## config.mk

```make
export PLATFORM = sky130hd
export DESIGN_NAME = clock_page_replacement_flat
export DESIGN_NICKNAME = d
export VERILOG_FILES = /design/src/hdl/cpr_pkg.sv /design/src/hdl/cpr_if.sv /design/src/hdl/cpr_csr.sv /design/src/hdl/cpr_lookup.sv /design/src/hdl/clock_page_replacement.sv /design/src/flat_wrapper.sv
export SDC_FILE = /design/constraint.sdc
export NUM_CORES = 1
export LEC_CHECK = 0
export ABC_AREA = 1
export ABC_CLOCK_PERIOD_IN_PS = 7350
export CORE_MARGIN = 4
export CORE_UTILIZATION = 33
export DETAILED_ROUTE_END_ITERATION = 10
export DONT_BUFFER_PORTS = 1
export SYNTH_ARGS = -nofsm -noshare
export SYNTH_HDL_FRONTEND = slang
export SYNTH_SLANG_ARGS = --single-unit
```

## constraint.sdc

```tcl
create_clock -name clock -period 7.35 [get_ports clock]
set_clock_uncertainty 0.2 [all_clocks]
set_input_delay 1.47 -clock clock [delete_from_list [all_inputs] [get_ports clock]]
set_output_delay 1.47 -clock clock [all_outputs]
set_load 0.01 [all_outputs]
```

## src/hdl/cpr_pkg.sv

```systemverilog
// ----------------------------------------------------------------------------
// cpr_pkg
// Shared types and constants for the clock page replacement block.
// ----------------------------------------------------------------------------
`default_nettype none

package cpr_pkg;

   // Width of the frame slot field reported with every result.
   localparam int FRAME_SLOT_W = 3;

   // Configuration register layout.
   localparam int CSR_ADDR_W   = 3;
   localparam int CSR_DATA_W   = 32;
   localparam int ACTIVE_W     = 4;
   localparam logic [ACTIVE_W-1:0] ACTIVE_RESET = 4'd8;

   // Word index of each configuration register (byte address bit 2).
   localparam logic CSR_IDX_ACTIVE_FRAMES = 1'b0;

   // Control part of one result, passed from the lookup to the top level.
   typedef struct packed {
      logic                    fault;
      logic [FRAME_SLOT_W-1:0] frame_slot;
      logic                    evicted_valid;
   } cpr_result_type;

endpackage

`default_nettype wire

```

## src/hdl/cpr_if.sv

```systemverilog
// ----------------------------------------------------------------------------
// cpr_if
// Request and response channel interfaces for the clock page replacement block.
// ----------------------------------------------------------------------------
`default_nettype none

// Page reference channel.
interface cpr_req_if #(
   parameter int PAGE_BITS = 20
);
   logic                 valid;
   logic                 ready;
   logic [PAGE_BITS-1:0] page;

   modport source (output valid, output page, input ready);
   modport sink   (input valid, input page, output ready);
endinterface

// Result channel.
interface cpr_rsp_if #(
   parameter int PAGE_BITS = 20
);
   logic                 valid;
   logic                 ready;
   logic                 fault;
   logic [2:0]           frame_slot;
   logic                 evicted_valid;
   logic [PAGE_BITS-1:0] evicted_page;

   modport source (output valid, output fault, output frame_slot,
                   output evicted_valid, output evicted_page, input ready);
   modport sink   (input valid, input fault, input frame_slot,
                   input evicted_valid, input evicted_page, output ready);
endinterface

`default_nettype wire

```

## src/hdl/cpr_csr.sv

```systemverilog
// ----------------------------------------------------------------------------
// cpr_csr
// APB-style register port holding the active frame count.
// ----------------------------------------------------------------------------
`default_nettype none

module cpr_csr
   import cpr_pkg::*;
(
   input  wire logic                  clock,
   input  wire logic                  reset,
   input  wire logic                  csr_psel,
   input  wire logic                  csr_penable,
   input  wire logic                  csr_pwrite,
   input  wire logic [CSR_ADDR_W-1:0] csr_paddr,
   input  wire logic [CSR_DATA_W-1:0] csr_pwdata,
   output logic      [CSR_DATA_W-1:0] csr_prdata,
   output logic                       csr_pready,
   output logic      [ACTIVE_W-1:0]   active_frames
);

   logic [ACTIVE_W-1:0] active_ff;
   logic [ACTIVE_W-1:0] active_in;
   logic                wr_active;

   // The port never inserts wait states.
   assign csr_pready = 1'b1;

   // A write lands in the access phase; the register is decoded by word index.
   assign wr_active = csr_psel && csr_penable && csr_pwrite &&
                      (csr_paddr[2] == CSR_IDX_ACTIVE_FRAMES);
   assign active_in = wr_active ? csr_pwdata[ACTIVE_W-1:0] : active_ff;

   always_ff @(posedge clock) begin
      if (reset) begin
         active_ff <= ACTIVE_RESET;
      end else begin
         active_ff <= active_in;
      end
   end

   // Read data for the addressed register; unmapped words read as zero.
   always_comb begin
      csr_prdata = '0;
      if (csr_paddr[2] == CSR_IDX_ACTIVE_FRAMES) begin
         csr_prdata = CSR_DATA_W'(active_ff);
      end
   end

   assign active_frames = active_ff;

endmodule

`default_nettype wire

```

## src/hdl/cpr_lookup.sv

```systemverilog
// ----------------------------------------------------------------------------
// cpr_lookup
// Frame ring with parallel page compare, fill and clock-style victim choice.
// ----------------------------------------------------------------------------
`default_nettype none

module cpr_lookup
   import cpr_pkg::*;
#(
   parameter int MAX_FRAMES = 8,
   parameter int PAGE_BITS  = 20
) (
   input  wire logic                 clock,
   input  wire logic                 reset,
   input  wire logic                 step,
   input  wire logic [PAGE_BITS-1:0] page,
   input  wire logic [ACTIVE_W-1:0]  active_frames,
   output cpr_result_type            result,
   output logic      [PAGE_BITS-1:0] evicted_page
);

   localparam int SLOT_W = (MAX_FRAMES > 1) ? $clog2(MAX_FRAMES) : 1;
   localparam int CNT_W  = $clog2(MAX_FRAMES + 1);
   localparam int CMP_W  = ((CNT_W > ACTIVE_W) ? CNT_W : ACTIVE_W) + 1;

   // Frame contents; a slot is only read once the fill count covers it.
   logic [PAGE_BITS-1:0] frames_ff [MAX_FRAMES];

   logic [CNT_W-1:0]  filled_ff;
   logic [CNT_W-1:0]  filled_in;
   logic [SLOT_W-1:0] marked_ff;
   logic [SLOT_W-1:0] marked_in;
   logic              ref_any_ff;

   logic              hit;
   logic [SLOT_W-1:0] hit_slot;
   logic [CMP_W-1:0]  act_ext;
   logic [CMP_W-1:0]  limit;
   logic              has_free;
   logic [CNT_W:0]    next_marked;
   logic [SLOT_W-1:0] victim;
   logic [SLOT_W-1:0] slot;
   logic              write_frame;

   // Parallel compare over filled frames; the lowest matching slot wins.
   always_comb begin
      hit      = 1'b0;
      hit_slot = '0;
      for (int i = MAX_FRAMES - 1; i >= 0; i--) begin
         if ((CNT_W'(i) < filled_ff) && (frames_ff[i] == page)) begin
            hit      = 1'b1;
            hit_slot = SLOT_W'(i);
         end
      end
   end

   // Active frame count clamped to the range 1 to MAX_FRAMES.
   always_comb begin
      act_ext = CMP_W'(active_frames);
      priority if (act_ext == '0) begin
         limit = CMP_W'(1);
      end else if (act_ext > CMP_W'(MAX_FRAMES)) begin
         limit = CMP_W'(MAX_FRAMES);
      end else begin
         limit = act_ext;
      end
   end

   assign has_free = CMP_W'(filled_ff) < limit;

   // Victim is the frame after the referenced one, wrapping over filled frames.
   assign next_marked = (CNT_W + 1)'(marked_ff) + (CNT_W + 1)'(1);
   assign victim = (ref_any_ff && (next_marked < (CNT_W + 1)'(filled_ff))) ?
                   next_marked[SLOT_W-1:0] : '0;

   // Slot selection and result for the current reference.
   always_comb begin
      result       = '0;
      evicted_page = '0;
      write_frame  = 1'b0;
      slot         = '0;
      filled_in    = filled_ff;
      priority if (hit) begin
         slot = hit_slot;
      end else if (has_free) begin
         slot         = filled_ff[SLOT_W-1:0];
         write_frame  = 1'b1;
         filled_in    = filled_ff + CNT_W'(1);
         result.fault = 1'b1;
      end else begin
         slot                 = victim;
         write_frame          = 1'b1;
         result.fault         = 1'b1;
         result.evicted_valid = 1'b1;
         evicted_page         = frames_ff[victim];
      end
      result.frame_slot = FRAME_SLOT_W'(slot);
   end

   assign marked_in = slot;

   // Control state: fill count and the single referenced frame.
   always_ff @(posedge clock) begin
      if (reset) begin
         filled_ff  <= '0;
         marked_ff  <= '0;
         ref_any_ff <= 1'b0;
      end else if (step) begin
         filled_ff  <= filled_in;
         marked_ff  <= marked_in;
         ref_any_ff <= 1'b1;
      end
   end

   // Frame contents are written on every fault.
   always_ff @(posedge clock) begin
      if (step && write_frame) begin
         frames_ff[slot] <= page;
      end
   end

endmodule

`default_nettype wire

```

## src/hdl/clock_page_replacement.sv

```systemverilog
// ----------------------------------------------------------------------------
// clock_page_replacement
// Clock-style page replacement over a ring of up to MAX_FRAMES frames.
// ----------------------------------------------------------------------------
// The block takes one page reference per clock cycle while the result channel
// is not stalled, and returns one result for each, in order. A reference is
// registered, compared against all filled frames at once, and its result
// registered at the same edge that updates the frame ring, so the next
// reference already sees the new state. The parallel compare over MAX_FRAMES
// frames of PAGE_BITS each sets the cycle time. The user must write the active
// frame count through the configuration port only while no references are in
// flight; the block itself does not enforce this.
`default_nettype none

module clock_page_replacement
   import cpr_pkg::*;
#(
   parameter int MAX_FRAMES = 8,
   parameter int PAGE_BITS  = 20
) (
   input  wire logic                  clock,
   input  wire logic                  reset,
   cpr_req_if.sink                    req_ch,
   cpr_rsp_if.source                  rsp_ch,
   input  wire logic                  csr_psel,
   input  wire logic                  csr_penable,
   input  wire logic                  csr_pwrite,
   input  wire logic [CSR_ADDR_W-1:0] csr_paddr,
   input  wire logic [CSR_DATA_W-1:0] csr_pwdata,
   output logic      [CSR_DATA_W-1:0] csr_prdata,
   output logic                       csr_pready
);

   logic [ACTIVE_W-1:0]  active_frames;

   logic                 in_valid_ff;
   logic [PAGE_BITS-1:0] in_page_ff;
   logic                 out_valid_ff;
   cpr_result_type       out_res_ff;
   logic [PAGE_BITS-1:0] out_evicted_ff;

   logic                 advance;
   logic                 accept;
   cpr_result_type       step_res;
   logic [PAGE_BITS-1:0] step_evicted;

   // Configuration registers.
   cpr_csr u_csr (
      .clock         (clock),
      .reset         (reset),
      .csr_psel      (csr_psel),
      .csr_penable   (csr_penable),
      .csr_pwrite    (csr_pwrite),
      .csr_paddr     (csr_paddr),
      .csr_pwdata    (csr_pwdata),
      .csr_prdata    (csr_prdata),
      .csr_pready    (csr_pready),
      .active_frames (active_frames)
   );

   // The held request moves on when the result register is free or drains.
   assign advance      = in_valid_ff && (!out_valid_ff || rsp_ch.ready);
   assign req_ch.ready = !in_valid_ff || advance;
   assign accept       = req_ch.valid && req_ch.ready;

   // Frame ring and policy.
   cpr_lookup #(
      .MAX_FRAMES (MAX_FRAMES),
      .PAGE_BITS  (PAGE_BITS)
   ) u_lookup (
      .clock         (clock),
      .reset         (reset),
      .step          (advance),
      .page          (in_page_ff),
      .active_frames (active_frames),
      .result        (step_res),
      .evicted_page  (step_evicted)
   );

   // Input register.
   always_ff @(posedge clock) begin
      if (reset) begin
         in_valid_ff <= 1'b0;
      end else if (req_ch.ready) begin
         in_valid_ff <= req_ch.valid;
      end
   end

   always_ff @(posedge clock) begin
      if (accept) begin
         in_page_ff <= req_ch.page;
      end
   end

   // Result register.
   always_ff @(posedge clock) begin
      if (reset) begin
         out_valid_ff <= 1'b0;
      end else if (advance) begin
         out_valid_ff <= 1'b1;
      end else if (rsp_ch.ready) begin
         out_valid_ff <= 1'b0;
      end
   end

   always_ff @(posedge clock) begin
      if (advance) begin
         out_res_ff     <= step_res;
         out_evicted_ff <= step_evicted;
      end
   end

   assign rsp_ch.valid         = out_valid_ff;
   assign rsp_ch.fault         = out_res_ff.fault;
   assign rsp_ch.frame_slot    = out_res_ff.frame_slot;
   assign rsp_ch.evicted_valid = out_res_ff.evicted_valid;
   assign rsp_ch.evicted_page  = out_evicted_ff;

endmodule

`default_nettype wire

```

## src/flat_wrapper.sv

```systemverilog
// flat-port wrapper written by rule: the top's interface ports become plain ports
module clock_page_replacement_flat import cpr_pkg::*;
#(
   parameter int MAX_FRAMES = 8,
   parameter int PAGE_BITS  = 20
)
  (clock, reset, csr_psel, csr_penable, csr_pwrite, csr_paddr, csr_pwdata, csr_prdata, csr_pready, req_ch_valid, req_ch_page, req_ch_ready, rsp_ch_valid, rsp_ch_fault, rsp_ch_frame_slot, rsp_ch_evicted_valid, rsp_ch_evicted_page, rsp_ch_ready);
  cpr_req_if #(.PAGE_BITS(PAGE_BITS)) req_ch_i ();
  cpr_rsp_if #(.PAGE_BITS(PAGE_BITS)) rsp_ch_i ();
  input  wire logic clock;
  input  wire logic reset;
  input  wire logic csr_psel;
  input  wire logic csr_penable;
  input  wire logic csr_pwrite;
  input  wire logic [CSR_ADDR_W-1:0] csr_paddr;
  input  wire logic [CSR_DATA_W-1:0] csr_pwdata;
  output logic      [CSR_DATA_W-1:0] csr_prdata;
  output logic csr_pready;
  input wire logic [$bits(req_ch_i.valid)-1:0] req_ch_valid;
  input wire logic [$bits(req_ch_i.page)-1:0] req_ch_page;
  output wire logic [$bits(req_ch_i.ready)-1:0] req_ch_ready;
  output wire logic [$bits(rsp_ch_i.valid)-1:0] rsp_ch_valid;
  output wire logic [$bits(rsp_ch_i.fault)-1:0] rsp_ch_fault;
  output wire logic [$bits(rsp_ch_i.frame_slot)-1:0] rsp_ch_frame_slot;
  output wire logic [$bits(rsp_ch_i.evicted_valid)-1:0] rsp_ch_evicted_valid;
  output wire logic [$bits(rsp_ch_i.evicted_page)-1:0] rsp_ch_evicted_page;
  input wire logic [$bits(rsp_ch_i.ready)-1:0] rsp_ch_ready;
  assign req_ch_i.valid = req_ch_valid;
  assign req_ch_i.page = req_ch_page;
  assign req_ch_ready = req_ch_i.ready;
  assign rsp_ch_valid = rsp_ch_i.valid;
  assign rsp_ch_fault = rsp_ch_i.fault;
  assign rsp_ch_frame_slot = rsp_ch_i.frame_slot;
  assign rsp_ch_evicted_valid = rsp_ch_i.evicted_valid;
  assign rsp_ch_evicted_page = rsp_ch_i.evicted_page;
  assign rsp_ch_i.ready = rsp_ch_ready;
  clock_page_replacement #(.MAX_FRAMES(MAX_FRAMES), .PAGE_BITS(PAGE_BITS)) u_core (.clock(clock), .reset(reset), .req_ch(req_ch_i), .rsp_ch(rsp_ch_i), .csr_psel(csr_psel), .csr_penable(csr_penable), .csr_pwrite(csr_pwrite), .csr_paddr(csr_paddr), .csr_pwdata(csr_pwdata), .csr_prdata(csr_prdata), .csr_pready(csr_pready));
endmodule
```

### Word-level counts from Yosys, hierarchy flattened

Memory sizes are Yosys's and may differ from the RTL's. A register that Yosys moved wholly into a read port is not among the register bits.
Cells that the tools add are included.

* register bits: 39
* bits in latches: 0
* memory bits (writable): 160
* bits in read-only memories: 0
* bits of input ports: 62
* memories kept: 1

Memories
* u_core.u_lookup.frames_ff: words 8, bits a word 20, read ports 9, clocked after Yosys merged registers in 1, wr ports 1, line cpr_lookup.sv:27 `logic [PAGE_BITS-1:0] frames_ff [MAX_FRAMES];`

* $add $sub $neg: 2
* multiply operators: 0
* divide/modulo/power cells: 0
* $lt $le $gt $ge: 11
* equal/unequal tests: 8
* shift-type cells: 0
* multiplexer cells: 28
* bitwise operators: 2
* reduce and logical (&&, ||, !) cells: 23

Operators by type and width (count)
* 20-bit equality test: 8
* 3-bit 2-to-1 mux: 11
* 3-bit by 4-bit less-than comparator with 1-bit output, first input constant: 4
* 1-bit logical AND: 15
* 1-bit 2-to-1 mux: 14
* 4-bit 2-to-1 mux: 3
* 1-bit by 4-bit less-than comparator with 1-bit output, first input constant: 2
* 2-bit by 4-bit less-than comparator with 1-bit output, first input constant: 2
* 4-bit by 5-bit less-than comparator with 1-bit output: 1
* 3-bit by 1-bit adder with 4-bit output, second input constant: 1
* 4-bit by 1-bit adder with 4-bit output, second input constant: 1
* 4-bit greater-than comparator, second input constant: 1
* 4-bit logical NOT: 1
* 4-bit less-than comparator: 1
* 3-bit AND reduction: 1
* 1-bit logical NOT: 2
* 1-bit logical OR: 2
* 1-bit inverter: 2
* 2-bit nonzero test: 1
* 2-bit OR reduction: 1

### Longest topological paths before layout

Gate-level depths: netlist (run 1).
An unclocked memory read counts as a cell.

* word-level depth: 15
* gate-level depth with buffers: 19
* mapped depth without buffers: 18

### By module

Synthesis (run 1) repeated with hierarchy kept, for this count alone.

* cells, all modules: 1300
* area, all modules: 11827.6 µm²

By module, submodules not included
* cpr_lookup: instances 1, cells each 1174, area each 9925.8 µm², seq. area each 4964.8 µm²
* clock_page_replacement: instances 1, cells each 57, area each 1442.6 µm², seq. area each 1391.3 µm²
* cpr_csr: instances 1, cells each 69, area each 459.2 µm², seq. area each 80.1 µm²

### Least setup slack after synthesis (run 1)

Ideal clock, no wire load.

* path type: input-to-reg
* from: input rsp_ch_ready
* to: memory u_core.u_lookup.frames_ff[0][0] (enable)
* library setup time: 0.397 ns
* arrival time: 3.193 ns
* path slack: 3.560 ns
* cell stages on the path: 6
* cells stage by stage: inv_1 -> nand2_1 -> nand2_1 -> clkinv_1 -> nand2_1 -> nor2_1

* cells in the longest elaborated chain, start to end: 5

RTL lines
* from (decl): line flat_wrapper.sv:27 `input wire logic [$bits(rsp_ch_i.ready)-1:0] rsp_ch_ready;`
* 1-bit logical OR: line clock_page_replacement.sv:62 `assign advance = in_valid_ff && (!out_valid_ff || rsp_ch.ready);`
* 1-bit logical AND: line clock_page_replacement.sv:62
* net u_core.advance: line clock_page_replacement.sv:42 `logic advance;`
* 1-bit logical AND: line cpr_lookup.sv:117 `if (step && write_frame) begin`
* 1-bit 2-to-1 mux: line cpr_lookup.sv:117
* 1-bit 2-to-1 mux (not written as such): line cpr_lookup.sv:118 `frames_ff[slot] <= page;`
* to (decl): line cpr_lookup.sv:27

The timed path passes the listed nets, and every way through them passes these cells.

==> impl_metrics.json, run 1 <==
{
  "regArea_um2": 6440,
  "drt_wl_total_um": 30200,
  "clock.fmax_ghz": 0.202,
  "cts_tree": "built",
  "timing.final.ws_setup_ps": 2410,
  "synth_edf_count": 205,
  "setup-tns-final_ps": 0,
  "ys_seq_area_frac": 0.572,
  "status": "finished clean",
  "crit_type": "reg2reg",
  "grt-ovfl-total": 0,
  "die_area_um2": 37100,
  "cts_max_path_buffers": 3,
  "clockRootBuffer": "clkbuf_16",
  "layout.nets": 1234,
  "layout-drive-gt1-share": 0.0745,
  "grt_pass1_wl_um": 45500,
  "num_vias": 7983,
  "path_max_fanout": 21,
  "ys_async_sr_fraction": 0,
  "final_cell_mix": "nand2_1 (227), edfxtp_1 (205), nor2_1 (131)",
  "drt-pass1-iter-count": 4,
  "finalSetupViolations": 0,
  "synth_top_area_share": 0.547,
  "min_period_ps": 4940,
  "ys_types": 39,
  "drcViolationCount": 0,
  "syn_area_um2": 11200,
  "wl_per_cell_um": 18.5,
  "postCtsSetupBuffers": 0,
  "hold_path_class": "reg2reg",
  "yosysTopAreaCell": "edfxtp_1",
  "clock_latency_ps": 520,
  "htree_levels": 1,
  "clk_pin_slew_ps": 50,
  "rsz0062_at_grt": "no",
  "hold_slack_ps": 275,
  "slew_headroom": 0.331,
  "start_util": 0.335,
  "timing.final.crit_share": 0.672,
  "port_buffers": 0,
  "slew_viol_final": 0,
  "power_leakage_uw": 0.00453,
  "worst_setup_path_start_kind": "flip-flop",
  "yosys_warnings": 0,
  "cts_hold_buf": 0,
  "drtAntennaViolNets": 0,
  "maxCapViolCount": 0,
  "power_density_nw_per_um2": 232,
  "multi_input_area_um2": 4010,
  "place_congestion": 0.868,
  "rows": 67,
  "avgSynthCellArea_um2": 9.55,
  "fillers": 3317,
  "synth_seq_cells": 219,
  "end_kind": "flip-flop",
  "grt_max_degree": 70,
  "finalHoldViolCount": 0,
  "layout_commonest_cell": "nand2_1",
  "area_delta_synth_final_pct": 9.56,
  "cts_sinks": 219,
  "detailed_place_hpwl_um": 19600,
  "core_um2": 33600,
  "layout.cells.non_filler": 1630,
  "ios": 122,
  "arrival_ps": 4880,
  "syn_inst": 1178,
  "placed_cells": 1583,
  "required_ps": 7290,
  "drt_iter0_drc": 784,
  "vdd_ir_drop_max_mv": 0.178,
  "grt_usage": 0.160,
  "die_x_um": 193,
  "worstMarginPinSlew_ps": 1000,
  "vias_per_cell": 4.90,
  "die_h_um": 193,
  "grt_pass1_vias": 7690,
  "synth_area_leaders": "edfxtp_1 (55%), nand2_1 (7.6%), nor2_1 (4.6%)",
  "antenna_found_initial": 0,
  "power.total_uw": 2860,
  "dpl_worst_slack_ps": 2390,
  "cts_resized": 0,
  "ys.flop_type": "edfxtp_1",
  "cts_made_buffers": 26
}
metrics by stage:
stage                     instance area (µm²)  utilization
after global placement                  11500        0.342
after global routing                    12300        0.366
final                                   12300        0.367
after CTS                               12300        0.366
after floorplan                         11300            -
after detailed placement                11500        0.342
state kept, by name, summed over array words and instances, names as in the netlist:
name	count
u_core.in_valid_ff	1
u_core.rsp_ch.frame_slot	3
u_core.u_csr.active_frames	4
u_core.rsp_ch.evicted_page	20
u_core.rsp_ch.valid	1
u_core.u_lookup.frames_ff	160
u_core.u_lookup.filled_ff	4
u_core.rsp_ch.fault	1
u_core.in_page_ff	20
u_core.u_lookup.ref_any_ff	1
u_core.rsp_ch.evicted_valid	1
u_core.u_lookup.marked_ff	3
area by class of cell:
| type | count | area share |
|---|---|---|
| clock inverters | 15 | 0.00965 |
| flip-flops and latches | 219 | 0.522 |
| diodes | 1 | 0.000203 |
| inverters | 115 | 0.0350 |
| clock buffers | 31 | 0.0561 |
| well taps | 448 | 0.0455 |
| repair buffers | 10 | 0.00609 |
| multi-input cells | 791 | 0.325 |
metal layers:
layer,vias to the layer above,GRT usage,part of all wire
li1,3893,-,-
met1,3764,0.219,0.44
met2,266,0.261,0.46
met3,60,0.0260,0.065
met4,0,0.0532,0.033
met5,-,0,0
power breakdown:
group          total [µW]  leakage (µW)  internal [µW]  switching [µW]
clock network        1220      0.000396            733             492
registers            1450       0.00198           1400            48.3
logic                 185       0.00215           55.8             129
cells in the mapped netlist, types with 2 or more instances:
master / number
nand3_2: 3
conb_1: 2
and3_1: 2
inv_1: 97
nand4_1: 28
o211ai_1: 2
nand3_1: 44
xor2_1: 25
or2_1: 2
o21ai_0: 86
buf_2: 12
inv_2: 16
or2_2: 6
clkinv_1: 2
nand2_1: 227
o21ai_1: 15
clkbuf_1: 18
ha_1: 9
a31oi_1: 19
nor2_1: 139
nor2_4: 3
dfxtp_1: 14
buf_4: 47
buf_6: 3
nor3b_1: 2
nor3_1: 13
o22ai_1: 3
or2_0: 2
a21oi_1: 76
xnor2_1: 48
edfxtp_1: 205
worst max-delay path: stages (launching register included):
cell and delay [ps]:
dfxtp_1 740, ha_1 280, xor2_1 220, ha_1 280, nand2_1 70, nor2_1 60
a211oi_4 220, nand3_1 110, buf_4 270, inv_1 770, a21oi_1 170, a21boi_2 290
nand2_1 160, nor2_4 690
final timing paths:
check,start,endpoint,slack (ps),cells past startpoint
setup / recovery,u_core.u_lookup.marked_ff[0],u_core.u_lookup.frames_ff[5][6],2410,13
hold / removal,u_core.u_csr.active_frames[0],u_core.u_csr.active_frames[0],280,2
setup reg to reg,u_core.u_lookup.marked_ff[0],u_core.u_lookup.frames_ff[5][6],2410,13
hold reg to reg,u_core.u_csr.active_frames[0],u_core.u_csr.active_frames[0],280,2
cells by family after synthesis:
logic type / share of synthesized area
other: 0.000668
and+or+nand+nor: 0.180
buffers and inverters: 0.0841
AOI/OAI and AO/OA: 0.0958
adders and majority gates: 0.0100
xor gates and xnor gates: 0.0568
DFF: 0.572
Power figures use the tool's default switching activity.
==> run 2: changes to the inputs <==
--- a/config.mk
+++ b/config.mk
@@ -6,7 +6,7 @@
 export NUM_CORES = 1
 export LEC_CHECK = 0
 export ABC_AREA = 1
-export ABC_CLOCK_PERIOD_IN_PS = 7350
+export ABC_CLOCK_PERIOD_IN_PS = 4800
 export CORE_MARGIN = 4
 export CORE_UTILIZATION = 33
 export DETAILED_ROUTE_END_ITERATION = 10
==> constraint.sdc (replaced) <==
create_clock -name clock -period 4.8 [get_ports clock]
set_clock_uncertainty 0.2 [all_clocks]
set_input_delay 0.96 -clock clock [delete_from_list [all_inputs] [get_ports clock]]
set_output_delay 0.96 -clock clock [all_outputs]
set_load 0.01 [all_outputs]
==> impl_metrics.json, run 2 (synthesis results as in run 1) <==
{
  "status": "finished clean",
  "grt_pass1_vias": 7675,
  "use_met3": 0.0326,
  "slew_headroom": 0.471,
  "arrival_ps": 3670,
  "power_leakage_uw": 0.00461,
  "wl_per_cell_um": 18.4,
  "grt_usage": 0.160,
  "cts_resized": 0,
  "fillers": 3322,
  "max_stage_delay_ps": 750,
  "grt_max_degree": 89,
  "cts_hold_buf": 0,
  "vias_per_cell": 4.94,
  "grt_util_met2": 0.260,
  "largest_register_ffs": 160,
  "detailed_place_hpwl_um": 19600,
  "ios": 122,
  "cts_max_path_buffers": 3,
  "layout_commonest_cell": "nand2_1",
  "hold_path_class": "reg2reg",
  "clockRootBuffer": "clkbuf_16",
  "postCtsSetupBuffers": 0,
  "rows": 67,
  "slew_viol_final": 0,
  "placed_cells": 1594,
  "htree_levels": 1,
  "core_um2": 33600,
  "required_ps": 4830,
  "vdd_ir_drop_max_mv": 0.211,
  "busiest_layer": "met2",
  "grtUsageMet1": 0.215,
  "path_cells": "xor2_1, nor4_1, nand3_1, nand2_1, nor2_2, nand2_4, inv_2, nand2_1, nand2_2, inv_2, nand2_1, nor2_4, buf_12",
  "port_buffers": 0,
  "top_register": "u_core.u_lookup.frames_ff",
  "rsz0062_at_grt": "no",
  "cts_tree": "built",
  "final_area_um2": 12400,
  "drtAntennaViolNets": 0,
  "clock_latency_ps": 530,
  "grt_pass1_wl_um": 45500,
  "layout.nets": 1245,
  "place_congestion": 0.881,
  "grt-ovfl-total": 0,
  "clock.fmax_ghz": 0.275,
  "cts_made_buffers": 26,
  "insertedDiodeCount": 0,
  "cts_sinks": 219,
  "hold_slack_ps": 284,
  "layout.cells.non_filler": 1641,
  "worst_setup_path_start_kind": "flip-flop",
  "clk_pin_slew_ps": 60,
  "area_delta_synth_final_pct": 10.6,
  "worstMarginPinSlew_ps": 793,
  "drt_iter0_drc": 756,
  "start_util": 0.335,
  "finalHoldViolCount": 0,
  "maxCapViolCount": 0,
  "antenna_found_initial": 0,
  "die_x_um": 193,
  "critPathMostFrequentCell": "nand2_1",
  "final_cell_mix": "nand2_1 (227), edfxtp_1 (205), nor2_1 (131)",
  "drcViolationCount": 0,
  "setup-tns-final_ps": 0,
  "crit_type": "reg2reg",
  "drt_wl_total_um": 30200,
  "die_h_um": 193,
  "timing.final.crit_share": 0.758,
  "slowest_stage": "edfxtp_1",
  "min_period_ps": 3640,
  "die_area_um2": 37100,
  "power.total_uw": 4390,
  "dpl-instance-area_um2": 11600,
  "layout-drive-gt1-share": 0.0880,
  "power_density_nw_per_um2": 353,
  "num_vias": 8099,
  "finalSetupViolations": 0,
  "end_kind": "flip-flop",
  "drt-pass1-iter-count": 5,
  "path_max_fanout": 16
}
[run 2: cell types whose count changed in the layout (fill, tap and decap cells not counted), moves of 2 or more]
cell	previous run	this run
buf_12	0	2
buf_4	10	19
bufinv_16	2	0
clkbuf_1	4	1
clkbuf_8	0	4
clkinv_1	9	7
[run 2: routing by layer]
| layer | vias to the layer above | part of all wire |
|---|---|---|
| li1 | 3913 | - |
| met1 | 3830 | 0.43 |
| met2 | 301 | 0.46 |
| met3 | 55 | 0.074 |
| met4 | 0 | 0.030 |
| met5 | - | 0 |
[run 2: final timing paths]
path	endpoint	cells after the start	slack, ps	start
worst max-delay path	u_core.u_lookup.frames_ff[1][14]	13	1160	u_core.in_page_ff[4]
worst min-delay path	u_core.u_csr.active_frames[0]	2	280	u_core.u_csr.active_frames[0]
worst max register to register	u_core.u_lookup.frames_ff[1][14]	13	1160	u_core.in_page_ff[4]
worst min register to register	u_core.u_csr.active_frames[0]	2	280	u_core.u_csr.active_frames[0]
[run 2: power by group]
group / internal [µW] / switching, µW / total [µW]
Sequential: 2140 / 68.9 / 2210
Clock: 1110 / 772 / 1880
Combinational: 92.7 / 204 / 297
[run 2: area by class of cell]
| cell class | instances | area, µm² | share of cell area |
|---|---|---|---|
| flip-flops and latches | 219 | 6440 | 0.517 |
| multi-input cells | 791 | 4000 | 0.322 |
| clock buffers | 33 | 759 | 0.0610 |
| well taps | 448 | 561 | 0.0450 |
| inverters | 115 | 432 | 0.0347 |
| repair buffers | 21 | 183 | 0.0147 |
| clock inverters | 14 | 71.3 | 0.00573 |
[run 2: metrics by stage]
stage                     setup WS [ps]  utilization
final                              1160        0.370
after global placement             1200        0.345
after detailed placement           1190        0.345
after CTS                          1180        0.370
after floorplan                    1240            -
after global routing                917        0.370
[run 2: critical path, delay by kind of cell (launching register included)]
family | cells | cell delay [ps]
DFF | 1 | 750
buffers and inverters | 3 | 340
and+or+nand+nor | 9 | 1810
xor gates and xnor gates | 1 | 220
==> run 3: changes to the inputs <==
--- a/config.mk
+++ b/config.mk
@@ -5,8 +5,8 @@
 export SDC_FILE = /design/constraint.sdc
 export NUM_CORES = 1
 export LEC_CHECK = 0
-export ABC_AREA = 1
-export ABC_CLOCK_PERIOD_IN_PS = 4800
+export ABC_AREA = 0
+export ABC_CLOCK_PERIOD_IN_PS = 3600
 export CORE_MARGIN = 4
 export CORE_UTILIZATION = 33
 export DETAILED_ROUTE_END_ITERATION = 10
==> constraint.sdc (replaced) <==
create_clock -name clock -period 3.6 [get_ports clock]
set_clock_uncertainty 0.2 [all_clocks]
set_input_delay 0.72 -clock clock [delete_from_list [all_inputs] [get_ports clock]]
set_output_delay 0.72 -clock clock [all_outputs]
set_load 0.01 [all_outputs]
==> impl_metrics.json, run 3 <==
{
  "finalHoldViolCount": 0,
  "area_delta_synth_final_pct": 16.9,
  "cts_made_buffers": 24,
  "die_h_um": 195,
  "syn_inst": 934,
  "slew_viol_final": 0,
  "timing.final.crit_share": 1.01,
  "finalSetupViolations": 40,
  "final_cell_mix": "edfxtp_1 (205), xor2_1 (95), buf_4 (78)",
  "grt_pass1_vias": 7646,
  "setup-tns-final_ps": -1020,
  "ys_types": 66,
  "ys.flop_type": "edfxtp_1",
  "vdd_ir_drop_max_mv": 0.384,
  "wl_per_cell_um": 24.2,
  "arrival_ps": 3680,
  "core_um2": 34500,
  "final_util": 0.390,
  "power_leakage_uw": 0.00445,
  "cts_max_path_buffers": 3,
  "min_period_ps": 3650,
  "grt_pass1_wl_um": 51200,
  "hold_path_class": "in2reg",
  "yosys_warnings": 0,
  "maxCapViolCount": 0,
  "ys_seq_area_frac": 0.558,
  "power.total_uw": 5990,
  "port_buffers": 0,
  "die_area_um2": 38000,
  "place_congestion": 0.982,
  "cts_tree": "built",
  "end_kind": "flip-flop",
  "htree_levels": 1,
  "worst_setup_path_start_kind": "flip-flop",
  "start_util": 0.334,
  "largest_register_ffs": 160,
  "synthMostInstantiatedCell": "edfxtp_1",
  "drt-pass1-iter-count": 5,
  "drt_iter0_drc": 822,
  "yosys-top-cells-count": "edfxtp_1 (205), xor2_1 (96), xnor2_1 (62)",
  "cts_sinks": 219,
  "antenna_found_initial": 0,
  "synth_seq_cells": 219,
  "drtAntennaViolNets": 0,
  "dpl-instance-area_um2": 12600,
  "rsz0062_at_grt": "yes",
  "clock.fmax_ghz": 0.274,
  "violations": "negative setup slack",
  "detailed_place_hpwl_um": 25200,
  "slew_headroom": 0.440,
  "fillers": 3338,
  "avgSynthCellArea_um2": 12.3,
  "rows": 68,
  "path_max_fanout": 7,
  "layout-drive-gt1-share": 0.222,
  "layout_commonest_cell": "edfxtp_1",
  "num_vias": 7866,
  "ys_async_sr_fraction": 0,
  "drcViolationCount": 0,
  "required_ps": 3640,
  "die_x_um": 195,
  "layout.nets": 1062,
  "synth_area_leaders": "edfxtp_1 (53%), xor2_1 (7.3%), mux2_2 (6.0%)",
  "timing.final.ws_setup_ps": -45.0,
  "syn_area_um2": 11500,
  "status": "finished, violations left",
  "vias_per_cell": 5.37,
  "insertedDiodeCount": 0,
  "grt_usage": 0.179,
  "synth_top_area_share": 0.534,
  "yosysTopAreaCell": "edfxtp_1",
  "grt_max_degree": 62,
  "clk_pin_slew_ps": 70,
  "clockRootBuffer": "clkbuf_16",
  "final_area_um2": 13500,
  "power_density_nw_per_um2": 444,
  "ios": 122,
  "worstMarginPinSlew_ps": 839,
  "top_register": "u_core.u_lookup.frames_ff",
  "crit_type": "reg2reg",
  "drt_wl_total_um": 35400,
  "clock_latency_ps": 530,
  "synth_edf_count": 205,
  "grt-ovfl-total": 0
}
-- run 3: cell count changes after synthesis, moves of 32 or more --
| cell | before | now |
|---|---|---|
| a21oi_1 | 76 | 44 |
| inv_1 | 97 | 10 |
| mux2_2 | 0 | 61 |
| nand2_1 | 227 | 40 |
| nor2_1 | 139 | 41 |
| nor4_1 | 1 | 38 |
| o21ai_0 | 86 | 3 |
| xor2_1 | 25 | 96 |
-- run 3: final cells by class --
cell class,instances,area (µm²),share of cell area
sequential,219,6440,0.478
multi-input combinational,643,4770,0.354
timing repair buffer,90,826,0.0613
clock buffer,33,697,0.0517
tap,455,569,0.0423
clock inverter,11,125,0.00929
inverter,13,48.8,0.00362
-- run 3: worst max-delay path, cell delays in order (launching register included) --
cell	delay, ps
edfxtp_1	520
buf_4	230
xnor2_1	310
nand4_1	160
nor4_1	440
buf_4	190
o2bb2ai_1	120
o31ai_1	180
a21o_2	270
inv_1	260
and3_4	280
buf_4	190
-- run 3: cells by family after synthesis --
| group | count (synthesis) | synth area share |
|---|---|---|
| buffers and inverters | 99 | 0.0466 |
| AOI/OAI and AO/OA | 111 | 0.0667 |
| DFF | 219 | 0.558 |
| muxes | 67 | 0.0649 |
| other | 2 | 0.000651 |
| xor gates and xnor gates | 162 | 0.126 |
| and+or+nand+nor | 265 | 0.127 |
| adders and majority gates | 9 | 0.00977 |
-- run 3: worst paths after layout --
path                                  from                               to  slack [ps]  cells after the start
min reg2reg  u_core.u_csr.active_frames[3]    u_core.u_csr.active_frames[3]         270                      1
min                                  reset     u_core.u_lookup.marked_ff[0]          50                      1
max                   u_core.in_page_ff[2]  u_core.u_lookup.frames_ff[7][1]         -50                     11
max reg2reg           u_core.in_page_ff[2]  u_core.u_lookup.frames_ff[7][1]         -50                     11
-- run 3: routing by layer --
layer	part of all wire	vias to the layer above	global-route usage
li1	-	3563	-
met1	0.43	3867	0.250
met2	0.46	376	0.286
met3	0.079	60	0.0319
met4	0.030	0	0.0497
met5	0	-	0
-- run 3: per-stage QoR --
stage / hold WS [ps] / setup slack (ps) / std cells
global route: 33.6 / -33.0 / 1464
global placement: 248 / 49.5 / 1415
CTS: 30.1 / 77.3 / 1459
detailed placement: 255 / 91.9 / 1415
finish: 49.1 / -45.0 / 1464
floorplan: 232 / 43.2 / 961
-- run 3: report_power, final --
group          total (µW)  leakage (µW)  switching [µW]  internal, µW
logic                 533       0.00206             348           185
registers            2890       0.00199            52.2          2840
clock network        2560      0.000392            1050          1510
total                5990       0.00445            1450          4530
-- run 3: timing repair --
| action | in CTS | in global routing |
|---|---|---|
| setup buffers | 0 | 5 |
| setup endpoints to repair | 0 | 139 |
| resized for setup | 0 | 3 |
| hold buffers | 0 | 0 |
